===== src/sv/deq_pkg.sv =====
// shared types and constants for the double-ended queue
package deq_pkg;

  // field widths of the stream items
  localparam int unsigned CMD_W  = 3;
  localparam int unsigned POS_W  = 4;
  localparam int unsigned VAL_W  = 32;
  localparam int unsigned STAT_W = 3;
  localparam int unsigned MIDX_W = 4;
  localparam int unsigned CNT_W  = 5;

  localparam int unsigned IN_TDATA_W  = 40;
  localparam int unsigned OUT_TDATA_W = 48;

  typedef enum logic [CMD_W-1:0] {
    CMD_PUSH_FRONT = 3'd0,
    CMD_PUSH_BACK  = 3'd1,
    CMD_POP_FRONT  = 3'd2,
    CMD_POP_BACK   = 3'd3,
    CMD_READ       = 3'd4,
    CMD_WRITE      = 3'd5,
    CMD_FIND       = 3'd6
  } cmd_t;

  typedef enum logic [STAT_W-1:0] {
    ST_OK        = 3'd0,
    ST_FULL      = 3'd1,
    ST_EMPTY     = 3'd2,
    ST_RANGE     = 3'd3,
    ST_NOT_FOUND = 3'd4
  } status_t;

  // controller to datapath
  typedef struct packed {
    logic accept;     // take the input item and execute it
    logic load_read;  // store read data is ready, load the result
    logic find_step;  // compare one entry of a find walk
  } ctl_cmd_t;

  // datapath to controller
  typedef struct packed {
    logic out_free;   // result register empty or being taken
    logic go_read;    // current item needs a store read
    logic go_find;    // current item starts a find walk
    logic find_done;  // find walk ends in this cycle
  } dp_stat_t;

endpackage


===== src/sv/deq_ctrl.sv =====
// command sequencer of the double-ended queue
module deq_ctrl (
  input  logic              clk,
  input  logic              rst_n,
  input  logic              in_tvalid,
  output logic              in_tready,
  input  deq_pkg::dp_stat_t stat,
  output deq_pkg::ctl_cmd_t ctl
);
  import deq_pkg::*;

  typedef enum logic [1:0] {
    S_IDLE,
    S_READ,
    S_FIND
  } state_t;

  state_t state_r;

  always_comb begin
    in_tready     = (state_r == S_IDLE) && stat.out_free;
    ctl.accept    = in_tvalid && in_tready;
    ctl.load_read = (state_r == S_READ);
    ctl.find_step = (state_r == S_FIND);
  end

  always_ff @(posedge clk) begin
    if (!rst_n) begin
      state_r <= S_IDLE;
    end else begin
      unique case (state_r)
        S_IDLE: begin
          if (ctl.accept && stat.go_read) begin
            state_r <= S_READ;
          end else if (ctl.accept && stat.go_find) begin
            state_r <= S_FIND;
          end
        end
        S_READ: begin
          state_r <= S_IDLE;
        end
        S_FIND: begin
          if (stat.find_done) begin
            state_r <= S_IDLE;
          end
        end
        default: begin
          state_r <= S_IDLE;
        end
      endcase
    end
  end

endmodule


===== src/sv/deq_dp.sv =====
// datapath of the double-ended queue: circular store, pointers, result register
module deq_dp #(
  parameter int unsigned DEPTH      = 16,
  parameter int unsigned DATA_WIDTH = 32
) (
  input  logic                        clk,
  input  logic                        rst_n,
  input  deq_pkg::ctl_cmd_t           ctl,
  output deq_pkg::dp_stat_t           stat,
  input  logic [deq_pkg::CMD_W-1:0]   in_command,
  input  logic [deq_pkg::POS_W-1:0]   in_position,
  input  logic [deq_pkg::VAL_W-1:0]   in_data_value,
  input  logic                        out_tready,
  output logic                        out_tvalid,
  output logic [deq_pkg::STAT_W-1:0]  out_status,
  output logic [deq_pkg::VAL_W-1:0]   out_result_value,
  output logic [deq_pkg::MIDX_W-1:0]  out_match_index,
  output logic [deq_pkg::CNT_W-1:0]   out_entry_count
);
  import deq_pkg::*;

  localparam int unsigned PW   = $clog2(DEPTH);
  localparam int unsigned CW   = $clog2(DEPTH + 1);
  localparam int unsigned CMPW = (CW > POS_W) ? CW : POS_W;

  logic [DATA_WIDTH-1:0] mem [DEPTH];

  logic [PW-1:0]         front_r, front_nxt;
  logic [CW-1:0]         count_r, count_nxt;
  logic [PW-1:0]         idx_r, idx_nxt;
  logic [DATA_WIDTH-1:0] val_r, val_nxt;
  logic [DATA_WIDTH-1:0] rd_data_r;

  logic                  out_valid_r;
  logic [STAT_W-1:0]     out_status_r;
  logic [VAL_W-1:0]      out_value_r;
  logic [MIDX_W-1:0]     out_midx_r;
  logic [CNT_W-1:0]      out_count_r;

  logic                  wr_en, rd_en;
  logic [PW-1:0]         wr_addr, rd_addr;
  logic [DATA_WIDTH-1:0] wr_data;
  logic [DATA_WIDTH-1:0] in_val;

  logic                  ld;
  status_t               ld_status;
  logic [DATA_WIDTH-1:0] ld_value;
  logic [PW-1:0]         ld_midx;

  logic                  is_full, is_empty, pos_ok, find_hit, find_last;
  logic [PW-1:0]         pos_idx;
  cmd_t                  cmd;

  // physical slot of a logical index, base + idx below twice the depth
  function automatic logic [PW-1:0] slot_of(input logic [PW-1:0] base,
                                            input logic [PW-1:0] idx);
    logic [PW:0] sum;
    begin
      sum = {1'b0, base} + {1'b0, idx};
      if (sum >= (PW + 1)'(DEPTH)) begin
        sum = sum - (PW + 1)'(DEPTH);
      end
      return sum[PW-1:0];
    end
  endfunction

  always_comb begin
    cmd       = cmd_t'(in_command);
    in_val    = DATA_WIDTH'(in_data_value);
    pos_idx   = PW'(in_position);
    is_full   = (count_r == CW'(DEPTH));
    is_empty  = (count_r == '0);
    pos_ok    = (CMPW'(in_position) < CMPW'(count_r));
    find_hit  = (rd_data_r == val_r);
    find_last = ((CW'(idx_r) + CW'(1)) == count_r);

    stat.out_free  = !out_valid_r || out_tready;
    stat.go_read   = (((cmd == CMD_POP_FRONT) || (cmd == CMD_POP_BACK)) && !is_empty)
                     || ((cmd == CMD_READ) && pos_ok);
    stat.go_find   = (cmd == CMD_FIND) && !is_empty;
    stat.find_done = find_hit || find_last;
  end

  always_comb begin
    front_nxt = front_r;
    count_nxt = count_r;
    idx_nxt   = idx_r;
    val_nxt   = val_r;
    wr_en     = 1'b0;
    wr_addr   = front_r;
    wr_data   = in_val;
    rd_en     = 1'b0;
    rd_addr   = front_r;
    ld        = 1'b0;
    ld_status = ST_OK;
    ld_value  = '0;
    ld_midx   = '0;

    if (ctl.accept) begin
      val_nxt = in_val;
      unique case (cmd)
        CMD_PUSH_FRONT: begin
          ld = 1'b1;
          if (is_full) begin
            ld_status = ST_FULL;
          end else begin
            front_nxt = (front_r == '0) ? PW'(DEPTH - 1) : front_r - PW'(1);
            wr_en     = 1'b1;
            wr_addr   = front_nxt;
            count_nxt = count_r + CW'(1);
          end
        end
        CMD_PUSH_BACK: begin
          ld = 1'b1;
          if (is_full) begin
            ld_status = ST_FULL;
          end else begin
            wr_en     = 1'b1;
            wr_addr   = slot_of(front_r, PW'(count_r));
            count_nxt = count_r + CW'(1);
          end
        end
        CMD_POP_FRONT: begin
          if (is_empty) begin
            ld        = 1'b1;
            ld_status = ST_EMPTY;
          end else begin
            rd_en     = 1'b1;
            rd_addr   = front_r;
            front_nxt = (front_r == PW'(DEPTH - 1)) ? '0 : front_r + PW'(1);
            count_nxt = count_r - CW'(1);
          end
        end
        CMD_POP_BACK: begin
          if (is_empty) begin
            ld        = 1'b1;
            ld_status = ST_EMPTY;
          end else begin
            rd_en     = 1'b1;
            rd_addr   = slot_of(front_r, PW'(count_r - CW'(1)));
            count_nxt = count_r - CW'(1);
          end
        end
        CMD_READ: begin
          if (!pos_ok) begin
            ld        = 1'b1;
            ld_status = ST_RANGE;
          end else begin
            rd_en   = 1'b1;
            rd_addr = slot_of(front_r, pos_idx);
          end
        end
        CMD_WRITE: begin
          ld = 1'b1;
          if (!pos_ok) begin
            ld_status = ST_RANGE;
          end else begin
            wr_en   = 1'b1;
            wr_addr = slot_of(front_r, pos_idx);
          end
        end
        CMD_FIND: begin
          if (is_empty) begin
            ld        = 1'b1;
            ld_status = ST_NOT_FOUND;
          end else begin
            rd_en   = 1'b1;
            rd_addr = front_r;
            idx_nxt = '0;
          end
        end
        default: begin
          ld = 1'b1;
        end
      endcase
    end else if (ctl.load_read) begin
      ld       = 1'b1;
      ld_value = rd_data_r;
    end else if (ctl.find_step) begin
      if (find_hit) begin
        ld       = 1'b1;
        ld_value = rd_data_r;
        ld_midx  = idx_r;
      end else if (find_last) begin
        ld        = 1'b1;
        ld_status = ST_NOT_FOUND;
      end else begin
        idx_nxt = idx_r + PW'(1);
        rd_en   = 1'b1;
        rd_addr = slot_of(front_r, idx_nxt);
      end
    end
  end

  // entry store, one write and one registered read port
  always_ff @(posedge clk) begin
    if (wr_en) begin
      mem[wr_addr] <= wr_data;
    end
    if (rd_en) begin
      rd_data_r <= mem[rd_addr];
    end
  end

  always_ff @(posedge clk) begin
    if (!rst_n) begin
      front_r     <= '0;
      count_r     <= '0;
      out_valid_r <= 1'b0;
    end else begin
      front_r <= front_nxt;
      count_r <= count_nxt;
      if (ld) begin
        out_valid_r <= 1'b1;
      end else if (out_tready) begin
        out_valid_r <= 1'b0;
      end
    end
  end

  always_ff @(posedge clk) begin
    idx_r <= idx_nxt;
    val_r <= val_nxt;
    if (ld) begin
      out_status_r <= ld_status;
      out_value_r  <= VAL_W'(ld_value);
      out_midx_r   <= MIDX_W'(ld_midx);
      out_count_r  <= CNT_W'(count_nxt);
    end
  end

  assign out_tvalid       = out_valid_r;
  assign out_status       = out_status_r;
  assign out_result_value = out_value_r;
  assign out_match_index  = out_midx_r;
  assign out_entry_count  = out_count_r;

endmodule


===== src/sv/double_ended_queue.sv =====
// top level of the double-ended queue: stream ports, controller and datapath
// timing: push, write, error and unused codes load the result register on accept;
//   pop and read load it from the registered read of the entry store in S_READ; find
//   steps through S_FIND from the front until a match or the last held entry
// throughput: one item at a time, taken once the output register is empty or its item
//   goes out in the same cycle; reset clears front pointer, count and output valid flag
module double_ended_queue #(
  parameter int unsigned DEPTH      = 16,
  parameter int unsigned DATA_WIDTH = 32
) (
  input  logic                                clk,
  input  logic                                rst_n,
  // slave side
  input  logic                                in_tvalid,
  output logic                                in_tready,
  // [2:0] command, [6:3] position, [38:7] data_value, [39] zero
  input  logic [deq_pkg::IN_TDATA_W-1:0]      in_tdata,
  // master side
  output logic                                out_tvalid,
  input  logic                                out_tready,
  // [2:0] status, [34:3] result_value, [38:35] match_index,
  // [43:39] entry_count, [47:44] zero
  output logic [deq_pkg::OUT_TDATA_W-1:0]     out_tdata
);
  import deq_pkg::*;

  ctl_cmd_t          ctl;
  dp_stat_t          stat;

  logic [STAT_W-1:0] out_status;
  logic [VAL_W-1:0]  out_result_value;
  logic [MIDX_W-1:0] out_match_index;
  logic [CNT_W-1:0]  out_entry_count;

  // sequencer: idle, waiting on store read data, or walking a find
  deq_ctrl u_ctrl (
    .clk       (clk),
    .rst_n     (rst_n),
    .in_tvalid (in_tvalid),
    .in_tready (in_tready),
    .stat      (stat),
    .ctl       (ctl)
  );

  // store, front pointer, count and the result register
  deq_dp #(
    .DEPTH      (DEPTH),
    .DATA_WIDTH (DATA_WIDTH)
  ) u_dp (
    .clk              (clk),
    .rst_n            (rst_n),
    .ctl              (ctl),
    .stat             (stat),
    .in_command       (in_tdata[2:0]),
    .in_position      (in_tdata[6:3]),
    .in_data_value    (in_tdata[38:7]),
    .out_tready       (out_tready),
    .out_tvalid       (out_tvalid),
    .out_status       (out_status),
    .out_result_value (out_result_value),
    .out_match_index  (out_match_index),
    .out_entry_count  (out_entry_count)
  );

  // pad bits of the result item stay zero
  assign out_tdata = {4'b0000, out_entry_count, out_match_index,
                      out_result_value, out_status};

endmodule

===== config.mk =====
export PLATFORM = sky130hd
export DESIGN_NAME = double_ended_queue
export DESIGN_NICKNAME = d
export VERILOG_FILES = /design/src/sv/deq_pkg.sv /design/src/sv/deq_ctrl.sv /design/src/sv/deq_dp.sv /design/src/sv/double_ended_queue.sv
export SDC_FILE = /design/constraint.sdc
export NUM_CORES = 1
export LEC_CHECK = 0
export BUFFER_PORTS_ARGS = -buffer_cell sky130_fd_sc_hd__buf_2
export CAP_MARGIN = 40
export CORE_MARGIN = 5
export CORE_UTILIZATION = 60
export CTS_CLUSTER_DIAMETER = 60
export DETAILED_ROUTE_END_ITERATION = 8
export PLACE_DENSITY = 0.78
export SYNTH_ARGS = -nofsm -noshare
export SYNTH_HDL_FRONTEND = slang
export SYNTH_SLANG_ARGS = --single-unit

===== constraint.sdc =====
create_clock -name clk -period 6.43 [get_ports clk]
set_input_delay 1.286 -clock clk [delete_from_list [all_inputs] [get_ports clk]]
set_output_delay 1.286 -clock clk [all_outputs]
set_load 0.05 [all_outputs]

==> results of run 1 <==
-- layer usage --
layer	share of wire [%]	up-vias	GRT usage, %
li1	-	7298	-
met1	38	7864	34.8
met2	49	858	42.1
met3	9.4	127	4.34
met4	2.8	0	8.94
met5	0	-	0
-- layout make-up --
type / instances / share of cell area (%)
clock inverter: 38 / 1.39
multi-input combinational: 1165 / 22.6
timing repair buffer: 140 / 3.20
sequential: 636 / 64.8
antenna: 2 / 0.0171
tap: 585 / 2.50
clock buffer: 74 / 5.31
inverter: 17 / 0.218
-- cell usage in the layout, fill, tap and decap left out, types with 6 or more instances in the layout --
cell and instances:
sky130_fd_sc_hd__a21oi_1 87, sky130_fd_sc_hd__a22oi_1 35, sky130_fd_sc_hd__a31oi_1 38, sky130_fd_sc_hd__a32oi_1 33, sky130_fd_sc_hd__and2_1 13, sky130_fd_sc_hd__buf_2 88, sky130_fd_sc_hd__buf_4 45, sky130_fd_sc_hd__bufinv_16 7
sky130_fd_sc_hd__clkbuf_1 14, sky130_fd_sc_hd__clkbuf_16 60, sky130_fd_sc_hd__clkinv_1 13, sky130_fd_sc_hd__clkinv_2 9, sky130_fd_sc_hd__dfxtp_1 12, sky130_fd_sc_hd__edfxtp_1 624, sky130_fd_sc_hd__ha_1 22, sky130_fd_sc_hd__inv_1 16
sky130_fd_sc_hd__mux2i_1 35, sky130_fd_sc_hd__nand2_1 465, sky130_fd_sc_hd__nand2b_1 9, sky130_fd_sc_hd__nand3_1 131, sky130_fd_sc_hd__nand4_1 33, sky130_fd_sc_hd__nor2_1 32, sky130_fd_sc_hd__nor2_4 19, sky130_fd_sc_hd__nor2b_1 39
sky130_fd_sc_hd__nor3_1 9, sky130_fd_sc_hd__nor4_1 9, sky130_fd_sc_hd__o21ai_0 22, sky130_fd_sc_hd__or2_2 6, sky130_fd_sc_hd__xnor2_1 13, sky130_fd_sc_hd__xor2_1 37
-- final timing paths --
path / startpoint / to / slack (ns)
min: u_ctrl.state_r[0] / u_ctrl.state_r[1] / 0.49
max: u_dp.rd_data_r[30] / u_dp.rd_data_r[18] / 1.77
min reg2reg: u_ctrl.state_r[0] / u_ctrl.state_r[1] / 0.49
max reg2reg: u_dp.rd_data_r[30] / u_dp.rd_data_r[18] / 1.77
-- per-stage QoR --
step,power [mW],utilization (%),area [um^2],worst slack [ns],instances
after floorplan,5.41,-,26000,1.03,1930
after global placement,5.69,63.3,27200,1.51,2539
after detailed placement,5.73,63.6,27300,1.45,2543
after CTS,9.19,68.1,29300,1.91,2655
after global routing,9.46,68.1,29300,1.64,2657
final,9.17,68.1,29300,1.77,2657
-- state kept, by name (all words and copies together) (netlist names) --
signal,count
u_ctrl.state_r,2
u_dp.count_r,5
u_dp.front_r,4
u_dp.idx_r,4
u_dp.mem,512
u_dp.out_entry_count,5
u_dp.out_match_index,4
u_dp.out_result_value,32
u_dp.out_status,3
u_dp.out_tvalid,1
u_dp.rd_data_r,32
u_dp.val_r,32
-- kinds of logic after synthesis --
| kind of cell | share of synthesized area (%) |
|---|---|
| other cells | 0.0144 |
| flops | 72.9 |
| mux | 1.45 |
| simple gates | 13.4 |
| compound gates | 6.74 |
| xor+xnor | 1.74 |
| fa+ha+maj | 1.36 |
| buf+inv | 2.44 |
-- power by group --
group | internal, mW | total, mW | switching [mW]
Sequential | 4.65 | 4.69 | 0.0383
Clock | 2.01 | 3.51 | 1.50
Combinational | 0.284 | 0.975 | 0.691
Total | 6.94 | 9.17 | 2.23
-- worst register-to-register path: stages (launching register included) --
cell,delay [ns]
sky130_fd_sc_hd__edfxtp_1,0.43
sky130_fd_sc_hd__xor2_1,0.24
sky130_fd_sc_hd__nor4_1,0.63
sky130_fd_sc_hd__nand4_1,0.43
sky130_fd_sc_hd__o211ai_4,0.43
sky130_fd_sc_hd__mux2_4,0.36
sky130_fd_sc_hd__nand2_4,0.11
sky130_fd_sc_hd__buf_4,0.47
sky130_fd_sc_hd__buf_4,0.55
sky130_fd_sc_hd__mux2i_1,0.29
sky130_fd_sc_hd__a22oi_1,0.11
sky130_fd_sc_hd__a32oi_1,0.24
sky130_fd_sc_hd__nand2_1,0.10
==> out/qor.yml, run 1 <==
outcome: "finished clean"
ctsHoldBuffers: 0
remaining_drc_errors: 0
multi_input_comb_area_um2: 6610
clk_transition_reported_paths_ns: 0.06
cts-buffers-inserted: 60
first_pass_iters: 5
synth_enable_flop_cells: 624
final-seq-area_um2: 19000
finalWorstPathRequiredPeriod_ns: 4.66
synth_largest_area_cell: "sky130_fd_sc_hd__edfxtp_1"
post_synth.cell_area_avg_um2: 13.5
netlist-cell-type-count: 75
dieArea_um2: 47700
via_count_of_the_routed_design: 16100
fmax_mhz: 215
grt_max_degree: 61
die_width_um: 218
placementRows: 76
unrepaired_setup_endpoints_after_global_routing: "false"
grt_pass1_vias: 16000
reg2regPathDepth: 12
max_slew.worst_pin.slew_ns: 0.912
finClkSkew_ns: 0.0232
drt-total-wl_mm: 61.0
finalSetupTns_ns: 0
dpl.hpwl_mm: 36.3
cts.sink_count: 636
clock_tree_from_tritoncts: "built"
first_pass_grt_wire_length_mm: 92.6
num-nets-final: 2090
detail_route.wl_per_cell_um: 23.0
postSynth.asyncResetShare_pct: 0
die_ht_um: 218
number_of_buffers_on_the_longest_clock_path: 3
count_of_port_buffers_added_during_placement: 88
synth_top_cells_by_area: "sky130_fd_sc_hd__edfxtp_1 72%, sky130_fd_sc_hd__nand2_1 6.7%, sky130_fd_sc_hd__nand3_1 2.5%, sky130_fd_sc_hd__a21oi_1 1.7%, sky130_fd_sc_hd__mux2i_1 1.3%"
syn_to_final_growth_pct: 12.5
antenna_left: 0
timing_max_transition_violations_final: 0
cp_data_arrival_time_ns: 5.02
post_cts_buffers: 0
initial_antenna_violation_count: 3
critical-path-slowest-cell: "sky130_fd_sc_hd__nor4_1"
family_with_the_most_delay_on_the_worst_path: "simple AND/OR/NAND/NOR gates"
nFillCells: 2885
floorplan.initialDensity_pct: 60.6
timing.critical_path.depth: 12
max_stage_delay_ns: 0.63
post_cts.resized_instances: 0
fraction_of_the_yosys_area_taken_by_sequential_cells_pct: 72.9
p_leak_nw: 10.3
groute.usage.overall_pct: 25.5
drt-initial-drc-count: 1849
core_area_um2: 43000
hp-class: "flip-flop to flip-flop"
synth.most_common_cell: "sky130_fd_sc_hd__edfxtp_1"
worst_setup_path_type: "flip-flop to flip-flop"
h-tree-depth: 2
route.detailed.vias_per_inst: 6.08
critPathMaxFanout: 40
final_count_of_hold_timing_violations: 0
clk_latency_ns: 0.63
worst_ir_drop_vdd_uv: 228
cp.required_ns: 6.79
grt.overflow.total: 0
post_synth_most_frequent_cells: "624 x sky130_fd_sc_hd__edfxtp_1, 466 x sky130_fd_sc_hd__nand2_1, 131 x sky130_fd_sc_hd__nand3_1"
critical_path.startpoint_type: "flip-flop"
crit_chain: "xor2_1, nor4_1, nand4_1, o211ai_4, mux2_4, nand2_4, buf_4, buf_4, mux2i_1, a22oi_1, a32oi_1, nand2_1"
critical_path_buf_inv_count: 2
cts-root-buf: "sky130_fd_sc_hd__clkbuf_16"
timing.critical_path.to_type: "flip-flop"
pin_count: 94
routabilityCongestion: 0.871
synthesized_cell_area_um2: 26000
drive_gt1_share_pct: 13.1
power_density_nw_per_um2: 313
depth_of_the_worst_hold_timing_path: 1
critPathMostFrequentCell: "sky130_fd_sc_hd__buf_4"
relSlewSlack_pct: 39.0
ys_ff_latch: 636
post-route-period-util_pct: 72.4
timing.max_cap.violations: 0
ys.flop_type: "sky130_fd_sc_hd__edfxtp_1"
setup-violations-final: 0
synth-warning-count: 0
synthCells: 1927
fin_hold_ws_ns: 0.491
synth_top_area_share_pct: 72.0
No activity file was read; power rests on OpenSTA's default activity.
==> run 2, diff against run 1 <==
Settings changed: ABC_AREA from default to 1, PLACE_DENSITY 0.78 to 0.77.
Clock period 6.43 ns to 4.6 ns, I/O delays scaled along.
==> run 2 against run 1 <==
Effect of this change: clock power up 46%; area after synthesis is 11% higher; register-to-register slack lost 0.85 ns; cell area grew 10%; die area grew 10%; setup slack got worse by 0.85 ns; largest cell class unchanged; largest power group unchanged; highest routed layer unchanged.
==> out/qor.yml, run 2 <==
final_count_of_hold_timing_violations: 0
dpl.hpwl_mm: 38.9
critical-path-slowest-cell: "sky130_fd_sc_hd__dfxtp_1"
h-tree-depth: 3
core_area_um2: 47600
ys_ff_latch: 636
placementRows: 80
ctsHoldBuffers: 0
grt.overflow.total: 0
worst_ir_drop_vdd_uv: 267
clk_latency_ns: 0.60
via_count_of_the_routed_design: 19900
finClkSkew_ns: 0.0190
crit_chain: "inv_1, ha_1, xor2_1, ha_1, a21oi_1, o21ai_0, xnor2_1, nand2_1, o21ai_0, inv_1, a21oi_1, a21oi_4, inv_2, buf_12, nand3_1, nand2_1"
met3WireLength_mm: 6.70
detail_route.wirelength.met1_mm: 26.8
routabilityCongestion: 0.860
antennaDiodeCount: 0
fmax_mhz: 272
fraction_of_the_yosys_area_taken_by_sequential_cells_pct: 65.9
cts.sink_count: 636
drive_gt1_share_pct: 9.74
setup-violations-final: 0
first_pass_iters: 5
unrepaired_setup_endpoints_after_global_routing: "false"
max_slew.worst_pin.slew_ns: 0.817
first_pass_grt_wire_length_mm: 108
detailroute.wirelength.met2_mm: 33.8
post-route-period-util_pct: 79.9
critPathMaxFanout: 17
post_cts.resized_instances: 0
outcome: "finished clean"
count_of_port_buffers_added_during_placement: 88
synth.most_common_cell: "sky130_fd_sc_hd__nand3_1"
post_synth_most_frequent_cells: "628 x sky130_fd_sc_hd__nand3_1, 624 x sky130_fd_sc_hd__edfxtp_1, 607 x sky130_fd_sc_hd__inv_1"
dieArea_um2: 52500
drt-initial-drc-count: 2445
cp.required_ns: 5.06
initial_antenna_violation_count: 0
timing_max_transition_violations_final: 0
timing.critical_path.to_type: "flip-flop"
floorplan.initialDensity_pct: 60.5
setup.reg_to_reg.worst_slack_ns: 0.92
synth_top_cells_by_area: "sky130_fd_sc_hd__edfxtp_1 65%, sky130_fd_sc_hd__nand3_1 11%, sky130_fd_sc_hd__inv_1 7.9%, sky130_fd_sc_hd__nand2_1 6.5%, sky130_fd_sc_hd__buf_2 1.3%"
post_synth.cell_area_avg_um2: 10.4
p_leak_nw: 13.9
synth-warning-count: 0
number_of_buffers_on_the_longest_clock_path: 3
cts-root-buf: "sky130_fd_sc_hd__clkbuf_16"
synthCells: 2776
power_density_nw_per_um2: 421
r2r_end: "u_dp.rd_data_r[1]"
netlist-cell-type-count: 43
final_cell_mix: "626 x sky130_fd_sc_hd__nand3_1, 624 x sky130_fd_sc_hd__edfxtp_1, 607 x sky130_fd_sc_hd__inv_1"
cts-buffers-inserted: 67
remaining_drc_errors: 0
die_ht_um: 229
max_stage_delay_ns: 0.54
post_cts_buffers: 0
synth_largest_area_cell: "sky130_fd_sc_hd__edfxtp_1"
largest_reg_flops: 512
num-nets-final: 2926
hp-class: "input port to flip-flop"
grt_max_degree: 150
route.top_layer_used: "met4"
synthesized_cell_area_um2: 28800
clk_transition_reported_paths_ns: 0.06
clock_tree_from_tritoncts: "built"
hold-path-endpoint: "u_dp.out_tvalid"
depth_of_the_worst_hold_timing_path: 3
layout.cells.most_common: "sky130_fd_sc_hd__nand3_1"
timing.max_cap.violations: 0
route.detailed.vias_per_inst: 5.67
cp_data_arrival_time_ns: 4.14
final_core_utilization_pct: 67.6
nFillCells: 3336
pin_count: 94
fin_hold_ws_ns: 0.556
finalPower_mw: 13.6
synth_top_area_share_pct: 65.0
grt_pass1_vias: 19900
postSynth.asyncResetShare_pct: 0
drt-total-wl_mm: 69.3
multi_input_comb_area_um2: 6980
relSlewSlack_pct: 45.6
timing.hold.worst.start: "rst_n"
ys.flop_type: "sky130_fd_sc_hd__edfxtp_1"
worst_setup_path_type: "flip-flop to flip-flop"
die_width_um: 229
antenna_left: 0
synth_enable_flop_cells: 624
critical_path.startpoint_type: "flip-flop"
final-seq-area_um2: 19000
groute.usage.overall_pct: 26.2
reg2regPathDepth: 16
syn_to_final_growth_pct: 11.8
r2r_start: "u_dp.count_r[0]"
detail_route.wl_per_cell_um: 19.7
finalWorstPathRequiredPeriod_ns: 3.68
top_register: "u_dp.mem"
run 2: cell count changes in the layout (fill, tap and decap cells not counted), moves of 23 or more:
cell | before | now
sky130_fd_sc_hd__a21oi_1 | 87 | 20
sky130_fd_sc_hd__nand4_1 | 33 | 8
sky130_fd_sc_hd__a32oi_1 | 33 | 0
sky130_fd_sc_hd__a22oi_1 | 35 | 2
sky130_fd_sc_hd__mux2i_1 | 35 | 0
sky130_fd_sc_hd__nor2b_1 | 39 | 0
sky130_fd_sc_hd__a31oi_1 | 38 | 2
sky130_fd_sc_hd__inv_1 | 16 | 607
sky130_fd_sc_hd__nand3_1 | 131 | 626
sky130_fd_sc_hd__xor2_1 | 37 | 14
sky130_fd_sc_hd__nor2_1 | 32 | 74
sky130_fd_sc_hd__nand2_1 | 465 | 496
run 2: where the power goes:
group | internal, mW | switching, mW | total, mW
registers | 6.55 | 0.0624 | 6.61
logic | 0.502 | 1.31 | 1.82
clock network | 2.95 | 2.18 | 5.13
run 2: kinds of logic (layout without fill, tap and decap cells):
group | count (synthesis) | after routing | share of synthesized area (%)
DFF | 636 | 636 | 65.9
buffers and inverters | 752 | 879 | 10.7
AOI/OAI and AO/OA | 73 | 73 | 1.55
and+or+nand+nor | 1241 | 1241 | 19.2
other | 1 | 4 | 0.0130
adders and majority gates | 26 | 26 | 1.23
xor gates and xnor gates | 47 | 47 | 1.45
run 2: final cells by class:
cell class / count / share of cell area [%]
clock buffers: 85 / 5.57
repair buffers: 140 / 3.34
clock inverters: 34 / 0.893
well taps: 615 / 2.39
inverters: 620 / 7.23
multi-input cells: 1391 / 21.7
flip-flops and latches: 636 / 58.9
run 2: worst max-delay path by stage:
stage	startpoint	end	slack [ns]	cells after the start
3_5_place_dp	in_tdata[5]	u_dp.mem[10][17]	0.65	16
2_1_floorplan	out_tready	u_dp.mem[10][0]	-0.34	11
6_report	u_dp.count_r[0]	u_dp.rd_data_r[1]	0.92	16
4_1_cts	u_dp.count_r[2]	u_dp.mem[11][18]	0.93	16
5_1_grt	u_dp.count_r[2]	u_dp.mem[11][7]	0.62	16
3_3_place_gp	in_tdata[5]	u_dp.mem[11][11]	0.66	16
run 2: stage by stage:
stage	setup TNS, ns	area [um^2]	cells	worst slack [ns]
after floorplan	-43.99	28900	2779	-0.344
final	0	32200	3521	0.924
after detailed placement	0	30100	3402	0.651
after global routing	0	32200	3521	0.623
after global placement	0	30100	3401	0.663
after CTS	0	32200	3521	0.927
run 2: layer usage:
layer	track usage (%)	vias up
met5	0	-
met2	43.7	1049
met4	10.7	0
li1	-	9232
met1	34.5	9497
met3	4.48	169
run 2: worst max-delay path, delay by kind of cell (launching register included):
family / cells / cell delay (ns)
AOI/OAI and AO/OA: 5 / 0.74
DFF: 1 / 0.54
adders and majority gates: 2 / 0.57
xor gates and xnor gates: 2 / 0.44
buffers and inverters: 4 / 0.85
and+or+nand+nor: 3 / 0.38
